[src/rtl/rsort_pkg.sv]
`timescale 1ns / 1ps
// ---------------------------------------------------------------------------
// rsort_pkg: shared types and constants of the record insertion sorter
// Record layout, sort key codes, back-end states and the key helper.
// ---------------------------------------------------------------------------
package rsort_pkg;

	localparam int MAX_RECORDS = 64;
	localparam int IDX_W       = $clog2(MAX_RECORDS);
	localparam int CNT_W       = $clog2(MAX_RECORDS + 1);
	localparam int QDEPTH      = 4;
	localparam int QPTR_W      = $clog2(QDEPTH);
	localparam int QCNT_W      = $clog2(QDEPTH + 1);
	localparam int TAG_W       = 10;
	localparam int KEY_W       = 16;
	localparam int REC_W       = TAG_W + 2 * KEY_W;
	localparam int TDATA_W     = ((REC_W + 7) / 8) * 8;

	// Configuration register addresses (word index).
	localparam logic REG_SORT_KEY = 1'b0;

	// Raw codes of the sort_key register.
	localparam logic [1:0] SORT_CODE_QUALITY    = 2'd1;
	localparam logic [1:0] SORT_CODE_DIFFICULTY = 2'd2;
	localparam logic [1:0] SORT_KEY_RESET       = SORT_CODE_QUALITY;

	typedef enum logic [1:0] {
		KEY_NONE,
		KEY_QUALITY,
		KEY_DIFFICULTY
	} key_sel_t;

	// First member sits in the upper bits, so the tag lands in bits 9:0.
	typedef struct packed {
		logic [KEY_W-1:0] difficulty;
		logic [KEY_W-1:0] quality;
		logic [TAG_W-1:0] tag;
	} rec_t;

	typedef struct packed {
		rec_t     rec;
		logic     last;
		key_sel_t key;
	} q_entry_t;

	typedef struct packed {
		logic             emitting;
		logic [CNT_W-1:0] count;
	} back_status_t;

	typedef enum logic [2:0] {
		B_LOAD,
		B_RD_I,
		B_LD_I,
		B_CMP,
		B_PUT,
		B_E_RD,
		B_E_OUT
	} back_state_t;

	// Sort key of a record under the chosen selection.
	function automatic logic [KEY_W-1:0] key_of(input rec_t r, input key_sel_t sel);
		logic [KEY_W-1:0] k;
		begin
			case (sel)
				KEY_QUALITY:    k = r.quality;
				KEY_DIFFICULTY: k = r.difficulty;
				default:        k = '0;
			endcase
			return k;
		end
	endfunction

endpackage

[src/rtl/rsort_front.sv]
`timescale 1ns / 1ps
// ---------------------------------------------------------------------------
// rsort_front: input beat acceptance and record queue
// Classifies each beat with the current sort key and queues it for the back.
// ---------------------------------------------------------------------------
module rsort_front import rsort_pkg::*; (
	input  logic               clk,
	input  logic               arst_n,
	input  logic               s_axis_tvalid,
	output logic               s_axis_tready,
	input  logic [TDATA_W-1:0] s_axis_tdata,  // tag, quality, difficulty, zero pad
	input  logic               s_axis_tlast,
	input  logic [1:0]         sort_key,
	output logic               q_valid,
	output q_entry_t           q_head,
	input  logic               q_pop,
	output logic [QCNT_W-1:0]  q_fill
);

	q_entry_t            fifo_q [QDEPTH];
	logic [QPTR_W-1:0]   wr_ptr_q;
	logic [QPTR_W-1:0]   rd_ptr_q;
	logic [QCNT_W-1:0]   fill_q;
	logic                push;
	logic                pop;
	q_entry_t            entry;
	key_sel_t            key_class;

	// Classify the key code at acceptance; the unused codes keep load order.
	always_comb begin
		case (sort_key)
			SORT_CODE_QUALITY:    key_class = KEY_QUALITY;
			SORT_CODE_DIFFICULTY: key_class = KEY_DIFFICULTY;
			default:              key_class = KEY_NONE;
		endcase
	end

	assign entry.rec  = rec_t'(s_axis_tdata[REC_W-1:0]);
	assign entry.last = s_axis_tlast;
	assign entry.key  = key_class;

	assign s_axis_tready = (fill_q != QCNT_W'(QDEPTH));
	assign push          = s_axis_tvalid && s_axis_tready;
	assign q_valid       = (fill_q != '0);
	assign pop           = q_pop && q_valid;
	assign q_head        = fifo_q[rd_ptr_q];
	assign q_fill        = fill_q;

	// Queue storage.
	always_ff @(posedge clk) begin
		if (push) begin
			fifo_q[wr_ptr_q] <= entry;
		end
	end

	// Queue pointers and fill level.
	always_ff @(posedge clk or negedge arst_n) begin
		if (!arst_n) begin
			wr_ptr_q <= '0;
			rd_ptr_q <= '0;
			fill_q   <= '0;
		end else begin
			if (push) begin
				wr_ptr_q <= wr_ptr_q + QPTR_W'(1);
			end
			if (pop) begin
				rd_ptr_q <= rd_ptr_q + QPTR_W'(1);
			end
			case ({push, pop})
				2'b10:   fill_q <= fill_q + QCNT_W'(1);
				2'b01:   fill_q <= fill_q - QCNT_W'(1);
				default: fill_q <= fill_q;
			endcase
		end
	end

endmodule

[src/rtl/rsort_back.sv]
`timescale 1ns / 1ps
// ---------------------------------------------------------------------------
// rsort_back: record store, insertion sort sequencer and output register
// Stores records in load order, sorts the batch in place unless no key is set, then emits it.
// ---------------------------------------------------------------------------
module rsort_back import rsort_pkg::*; (
	input  logic               clk,
	input  logic               arst_n,
	input  logic               q_valid,
	input  q_entry_t           q_head,
	output logic               q_pop,
	output logic               m_axis_tvalid,
	input  logic               m_axis_tready,
	output logic [TDATA_W-1:0] m_axis_tdata,  // tag, quality, difficulty, zero pad
	output logic               m_axis_tlast,
	output logic               m_axis_tuser, // overflowed
	output back_status_t       status
);

	rec_t             mem [MAX_RECORDS];
	rec_t             rdata_q;
	back_state_t      state_q;
	back_state_t      state_d;
	logic [CNT_W-1:0] count_q;
	logic             drop_q;
	key_sel_t         key_q;
	logic [IDX_W-1:0] i_q;
	logic [IDX_W-1:0] j_q;
	logic [IDX_W-1:0] k_q;
	rec_t             tmp_q;
	logic             out_valid_q;
	rec_t             out_rec_q;
	logic             out_last_q;
	logic             out_ovf_q;

	logic             we;
	logic [IDX_W-1:0] waddr;
	rec_t             wdata;
	logic [IDX_W-1:0] raddr;
	logic             room;
	logic [CNT_W-1:0] n_after;
	logic             less;
	logic             i_more;
	logic             k_last;
	logic             out_load;

	assign room     = (count_q < CNT_W'(MAX_RECORDS));
	assign n_after  = room ? count_q + CNT_W'(1) : count_q;
	assign less     = key_of(tmp_q, key_q) < key_of(rdata_q, key_q);
	assign i_more   = (CNT_W'(i_q) + CNT_W'(1)) < count_q;
	assign k_last   = (CNT_W'(k_q) + CNT_W'(1)) == count_q;
	assign out_load = (state_q == B_E_OUT) && (!out_valid_q || m_axis_tready);

	// Next state.
	always_comb begin
		state_d = state_q;
		case (state_q)
			B_LOAD: begin
				if (q_valid && q_head.last) begin
					if (q_head.key != KEY_NONE && n_after >= CNT_W'(2)) begin
						state_d = B_RD_I;
					end else begin
						state_d = B_E_RD;
					end
				end
			end
			B_RD_I: state_d = B_LD_I;
			B_LD_I: state_d = B_CMP;
			B_CMP: begin
				if (less) begin
					if (j_q == IDX_W'(1)) begin
						state_d = B_PUT;
					end
				end else begin
					state_d = i_more ? B_RD_I : B_E_RD;
				end
			end
			B_PUT:  state_d = i_more ? B_RD_I : B_E_RD;
			B_E_RD: state_d = B_E_OUT;
			B_E_OUT: begin
				if (out_load) begin
					state_d = k_last ? B_LOAD : B_E_RD;
				end
			end
			default: state_d = B_LOAD;
		endcase
	end

	// Store port controls for each state.
	always_comb begin
		we    = 1'b0;
		waddr = j_q;
		wdata = tmp_q;
		raddr = k_q;
		q_pop = 1'b0;
		case (state_q)
			B_LOAD: begin
				q_pop = q_valid;
				we    = q_valid && room;
				waddr = count_q[IDX_W-1:0];
				wdata = q_head.rec;
			end
			B_RD_I: raddr = i_q;
			B_LD_I: raddr = i_q - IDX_W'(1);
			B_CMP: begin
				we    = 1'b1;
				wdata = less ? rdata_q : tmp_q;
				raddr = j_q - IDX_W'(2);
			end
			B_PUT:   we = 1'b1;
			B_E_RD:  raddr = k_q;
			B_E_OUT: raddr = k_q;
			default: raddr = k_q;
		endcase
	end

	// Record store with a registered read port.
	always_ff @(posedge clk) begin
		if (we) begin
			mem[waddr] <= wdata;
		end
		rdata_q <= mem[raddr];
	end

	// Sort working registers.
	always_ff @(posedge clk) begin
		case (state_q)
			B_LD_I: begin
				tmp_q <= rdata_q;
				j_q   <= i_q;
			end
			B_CMP: begin
				if (less) begin
					j_q <= j_q - IDX_W'(1);
				end
			end
			default: begin
			end
		endcase
	end

	// Sequencer state, batch bookkeeping and loop indices.
	always_ff @(posedge clk or negedge arst_n) begin
		if (!arst_n) begin
			state_q <= B_LOAD;
			count_q <= '0;
			drop_q  <= 1'b0;
			key_q   <= KEY_NONE;
			i_q     <= '0;
			k_q     <= '0;
		end else begin
			state_q <= state_d;
			case (state_q)
				B_LOAD: begin
					if (q_valid) begin
						count_q <= n_after;
						if (!room) begin
							drop_q <= 1'b1;
						end
						key_q <= q_head.key;
						i_q   <= IDX_W'(1);
						k_q   <= '0;
					end
				end
				B_CMP: begin
					if (!less) begin
						i_q <= i_q + IDX_W'(1);
					end
				end
				B_PUT: i_q <= i_q + IDX_W'(1);
				B_E_OUT: begin
					if (out_load) begin
						k_q <= k_q + IDX_W'(1);
						if (k_last) begin
							count_q <= '0;
							drop_q  <= 1'b0;
						end
					end
				end
				default: begin
				end
			endcase
		end
	end

	// Output register: holds one result beat while the next is fetched.
	always_ff @(posedge clk or negedge arst_n) begin
		if (!arst_n) begin
			out_valid_q <= 1'b0;
		end else if (out_load) begin
			out_valid_q <= 1'b1;
		end else if (m_axis_tready) begin
			out_valid_q <= 1'b0;
		end
	end

	always_ff @(posedge clk) begin
		if (out_load) begin
			out_rec_q  <= rdata_q;
			out_last_q <= k_last;
			out_ovf_q  <= drop_q;
		end
	end

	assign m_axis_tvalid   = out_valid_q;
	assign m_axis_tdata    = TDATA_W'(out_rec_q);
	assign m_axis_tlast    = out_last_q;
	assign m_axis_tuser    = out_ovf_q;
	assign status.emitting = (state_q == B_E_OUT);
	assign status.count    = count_q;

endmodule

[src/rtl/record_insertion_sorter.sv]
`timescale 1ns / 1ps
// A record enters the queue and is written to the store while heading it in the load state.
// After the final beat the batch is sorted in the store, which reads and writes at once:
// each record is read, loaded and compared, one compare step per shifted entry; emission
// reads each result beat and then loads it. Loading runs at one beat per cycle in the load
// state, else the four-entry queue fills. Reset clears the queue, counters and drop flag,
// sets sort_key to quality and leaves the store undefined; it needs no clearing pass.
// ---------------------------------------------------------------------------
// record_insertion_sorter: batch sorter for tagged records
// Loads records, sorts each batch stably on a selectable key (an unused code keeps load order) and streams it out.
// ---------------------------------------------------------------------------
module record_insertion_sorter import rsort_pkg::*; (
	input  logic               clk,
	input  logic               arst_n,
	input  logic               psel,
	input  logic               penable,
	input  logic               pwrite,
	input  logic [2:0]         paddr,
	input  logic [31:0]        pwdata,
	output logic [31:0]        prdata,
	output logic               pready,
	input  logic               s_axis_tvalid,
	output logic               s_axis_tready,
	input  logic [TDATA_W-1:0] s_axis_tdata,  // record_tag, quality_key, difficulty_key, pad
	input  logic               s_axis_tlast,  // final_record
	output logic               m_axis_tvalid,
	input  logic               m_axis_tready,
	output logic [TDATA_W-1:0] m_axis_tdata,  // out_tag, out_quality, out_difficulty, pad
	output logic               m_axis_tlast,  // end_of_batch
	output logic               m_axis_tuser   // overflowed
);

	logic [1:0]        sort_key_q;
	logic              q_valid;
	q_entry_t          q_head;
	logic              q_pop;
	logic [QCNT_W-1:0] q_fill;
	back_status_t      status;

	// Configuration register.
	assign pready = 1'b1;

	always_ff @(posedge clk or negedge arst_n) begin
		if (!arst_n) begin
			sort_key_q <= SORT_KEY_RESET;
		end else if (psel && penable && pwrite && pready && paddr[2] == REG_SORT_KEY) begin
			sort_key_q <= pwdata[1:0];
		end
	end

	assign prdata = (paddr[2] == REG_SORT_KEY) ? {30'd0, sort_key_q} : 32'd0;

	rsort_front u_front (
		.clk           (clk),
		.arst_n        (arst_n),
		.s_axis_tvalid (s_axis_tvalid),
		.s_axis_tready (s_axis_tready),
		.s_axis_tdata  (s_axis_tdata),
		.s_axis_tlast  (s_axis_tlast),
		.sort_key      (sort_key_q),
		.q_valid       (q_valid),
		.q_head        (q_head),
		.q_pop         (q_pop),
		.q_fill        (q_fill)
	);

	rsort_back u_back (
		.clk           (clk),
		.arst_n        (arst_n),
		.q_valid       (q_valid),
		.q_head        (q_head),
		.q_pop         (q_pop),
		.m_axis_tvalid (m_axis_tvalid),
		.m_axis_tready (m_axis_tready),
		.m_axis_tdata  (m_axis_tdata),
		.m_axis_tlast  (m_axis_tlast),
		.m_axis_tuser  (m_axis_tuser),
		.status        (status)
	);

	// The stored record count never passes the store capacity.
	a_count_bound: assert property (@(posedge clk) disable iff (!arst_n)
		status.count <= CNT_W'(MAX_RECORDS))
		else $error("record count beyond capacity");

	// The queue never holds more entries than it has.
	a_fill_bound: assert property (@(posedge clk) disable iff (!arst_n)
		q_fill <= QCNT_W'(QDEPTH))
		else $error("queue fill beyond depth");

	// A result beat only appears after the sequencer was in its emit step.
	a_emit_source: assert property (@(posedge clk) disable iff (!arst_n)
		$rose(m_axis_tvalid) |-> $past(status.emitting))
		else $error("result beat outside emit phase");

	// The queue is never popped while the back is emitting a batch.
	a_no_pop_emit: assert property (@(posedge clk) disable iff (!arst_n)
		status.emitting |-> !q_pop)
		else $error("queue popped during emission");

endmodule
[config.mk]
export PLATFORM = sky130hd
export DESIGN_NAME = record_insertion_sorter
export DESIGN_NICKNAME = d
export VERILOG_FILES = /design/src/rtl/rsort_pkg.sv /design/src/rtl/rsort_front.sv /design/src/rtl/rsort_back.sv /design/src/rtl/record_insertion_sorter.sv
export SDC_FILE = /design/constraint.sdc
export NUM_CORES = 2
export LEC_CHECK = 0
export BUFFER_PORTS_ARGS = -buffer_cell sky130_fd_sc_hd__buf_2
export CORE_ASPECT_RATIO = 0.5
export CORE_MARGIN = 10
export CORE_UTILIZATION = 35
export DETAILED_ROUTE_END_ITERATION = 10
export PLACE_DENSITY = 0.6
export SYNTH_ARGS = -nofsm -noshare
export SYNTH_HDL_FRONTEND = slang
export SYNTH_SLANG_ARGS = --single-unit
export TNS_END_PERCENT = 20
[constraint.sdc]
create_clock -name clk -period 5.67 [get_ports clk]
set_input_delay 1.701 -clock clk [delete_from_list [all_inputs] [get_ports clk]]
set_output_delay 1.701 -clock clk [all_outputs]
set_load 0.01 [all_outputs]
==> results.sh <==
export IMPL_hold_path_class="reg -> reg"
export IMPL_die_x_um=848
export IMPL_synth_largest_area_cell="edfxtp_1"
export IMPL_fin_crit_sh_pct=87.6
export IMPL_tritoncts="done"
export IMPL_start_util_pct=35.3
export IMPL_syn_cell_area_um2=120000
export IMPL_synth_edff_count=2960
export IMPL_syn2layout_area_growth_pct=14.3
export IMPL_dpl_instance_area_um2=128000
export IMPL_slew_headroom_pct=9.54
export IMPL_async_flop_share_pct=1.15
export IMPL_cts_buffers=296
export IMPL_worst_path_max_delay_cell="nor2_4"
export IMPL_hold_violations=0
export IMPL_clockBufferDepth=4
export IMPL_cts_sinks=3037
export IMPL_r2r_start="u_back.state_q[0]"
export IMPL_synth_avg_cell_area_um2=15.0
export IMPL_utilization_pct=40.3
export IMPL_final_area_um2=137000
export IMPL_crit_path_max_fanout=24
export IMPL_finalSetupViolations=0
export IMPL_worstPathRequired_ns=6.35
export IMPL_drt_total_wl_mm=354
export IMPL_yosysMostFrequentCell="edfxtp_1"
export IMPL_clkLatencyLatePin_ns=0.88
export IMPL_gp_congestion=0.870
export IMPL_first_pass_iters=6
export IMPL_die_height_um=434
export IMPL_dp_hpwl_mm=201
export IMPL_ctsResizeCount=0
export IMPL_drive_above_1_share_pct=14.1
export IMPL_fillers=30800
export IMPL_nets=8380
export IMPL_grt_use_total_pct=18.5
export IMPL_postCtsHoldBufs=0
export IMPL_post_cts_setup_buffer_count=0
export IMPL_h_tree_depth=5
export IMPL_ioPinCount=176
export IMPL_synthTopCellsByCount="2960 x edfxtp_1, 1804 x nand2_1, 658 x nand3_1"
export IMPL_min_from="u_front.q_fill[0]"
export IMPL_worst_pin_slew_ns=1.35
export IMPL_wl_per_cell_um=27.3
export IMPL_critPathLaunch="u_back.state_q[0]"
export IMPL_yosysSeqAreaShare_pct=75.5
export IMPL_outcome="completed"
export IMPL_synth_cells=8021
export IMPL_cp_arrival_ns=5.65
export IMPL_drv_slew=0
export IMPL_path_cells="nand2b_1 > inv_2 > nand3_1 > o211ai_1 > buf_4 > nor2_4 > buf_4 > o21ai_0 > o21ai_0 > o211ai_1 > nor4_1"
export IMPL_yosys_cell_types_count=83
export IMPL_port_buffers=100
export IMPL_register_area_um2=90600
export IMPL_clk_pin_slew_ns=0.06
export IMPL_postRouteAntennaNets=0
export IMPL_drc=0
export IMPL_layout_min_cycle_time_ns=4.97
export IMPL_via_per_inst=5.63
export IMPL_worst_setup_path_end_kind="flip-flop"
export IMPL_finClkSkew_ns=0.0420
export IMPL_grt_pass1_wl_mm=503
export IMPL_grt_pass1_vias=68500
export IMPL_rsz0062_at_grt="no"
export IMPL_critPathKind="reg -> reg"
export IMPL_synthFlopType="edfxtp_1"
export IMPL_maxCapViolations=0
export IMPL_rows=151
export IMPL_antenna_found_initial=26
export IMPL_ys_warn_count=0
export IMPL_synth_top_area_share_pct=74.0
export IMPL_overflow=0
export IMPL_cts_root_buf="clkbuf_16"
export IMPL_drt_initial_drc_count=9915
export IMPL_die_area_um2=368000
export IMPL_netlist_top_cells_area="edfxtp_1 74%, nand2_1 5.6%, mux4_2 2.8%"
export IMPL_finalSetupTns_ns=0
export IMPL_grt_max_degree=116
export IMPL_multi_input_area_um2=27500
export IMPL_slowest_delay_ns=0.93
export IMPL_ys_ff_latch=3037
export IMPL_max_freq_ghz=0.201
export IMPL_core_um2=340000
export IMPL_via_count=73200
export IMPL_critPathLaunchType="flip-flop"
[worst max-delay path, delay by kind of cell (launching register included)]
kind / cells / cell delay [ns]
AND/OR/NAND/NOR: 4 / 2.06
flip-flops: 1 / 0.84
buffers and inverters: 3 / 0.86
AO/OA/AOI/OAI: 4 / 0.95
[layout make-up]
cell class	count	area share, %
clock inverters	116	0.560
inverters	27	0.0739
flip-flops and latches	3037	66.1
well taps	4513	4.12
repair buffers	454	3.22
clock buffers	405	5.93
diodes	13	0.0237
multi-input cells	4436	20.0
[path summary, 6_finish.rpt]
check	endpoint	slack, ns	depth (start not counted)
max in group asynchronous	u_front.rd_ptr_q[0]	3.96	1
min in group asynchronous	u_back.m_axis_tvalid	1.00	1
worst max-delay path	u_back.rdata_q[10]	0.70	11
worst max register to register	u_back.rdata_q[10]	0.70	11
worst min-delay path	u_front.q_fill[0]	0.50	1
worst min register to register	u_front.q_fill[0]	0.50	1
[metrics by stage]
stage	std cells	setup slack (ns)	hold WS, ns
floorplan	8056	1.29	0.426
global placement	12500	0.906	0.478
detailed placement	12500	0.860	0.486
CTS	13000	0.805	0.497
global route	13000	0.542	0.513
finish	13000	0.700	0.495
[state kept, by name (all words and copies together), names as in the netlist, 3 cells and up]
| signal | count |
|---|---|
| u_back.mem | 2688 |
| u_front.fifo_q | 180 |
| u_back.m_axis_tdata | 42 |
| u_back.rdata_q | 42 |
| u_back.tmp_q | 42 |
| u_back.count_q | 7 |
| u_back.i_q | 6 |
| u_back.j_q | 6 |
| u_back.k_q | 6 |
| u_back.state_q | 3 |
| u_front.q_fill | 3 |
[cells by family after synthesis]
kind of cell / count (synthesis) / share of synthesized area [%]
other: 2 / 0.00626
adders and majority gates: 37 / 0.392
buffers and inverters: 583 / 2.33
muxes: 343 / 4.45
DFF: 3037 / 75.5
and+or+nand+nor: 2954 / 10.9
xor gates and xnor gates: 25 / 0.182
AOI/OAI and AO/OA: 1040 / 6.30
[layout by cell type (no fill, tap or decap), drive strengths merged, types with 98 or more instances in the layout]
master and count:
a311oi 99, a21oi 166, clkbuf 405, mux2i 167
buf 454, clkinv 98, mux4 150, a211oi 124
nor2 119, a31oi 99, nand3 659, edfxtp 2960
and3 209, nand2 1809
[routing by layer]
layer | GRT usage, % | wire (um) | vias to the layer above
met4 | 5.15 | 10300 | 8
met1 | 26.6 | 148000 | 37700
met2 | 28.2 | 157000 | 3834
met3 | 4.23 | 38800 | 598
met5 | 0 | 58 | -
li1 | - | - | 31000
Power is left out: the tool's default activity adds up to more than one toggle a clock period on the data nets, which glitch-free logic cannot reach.
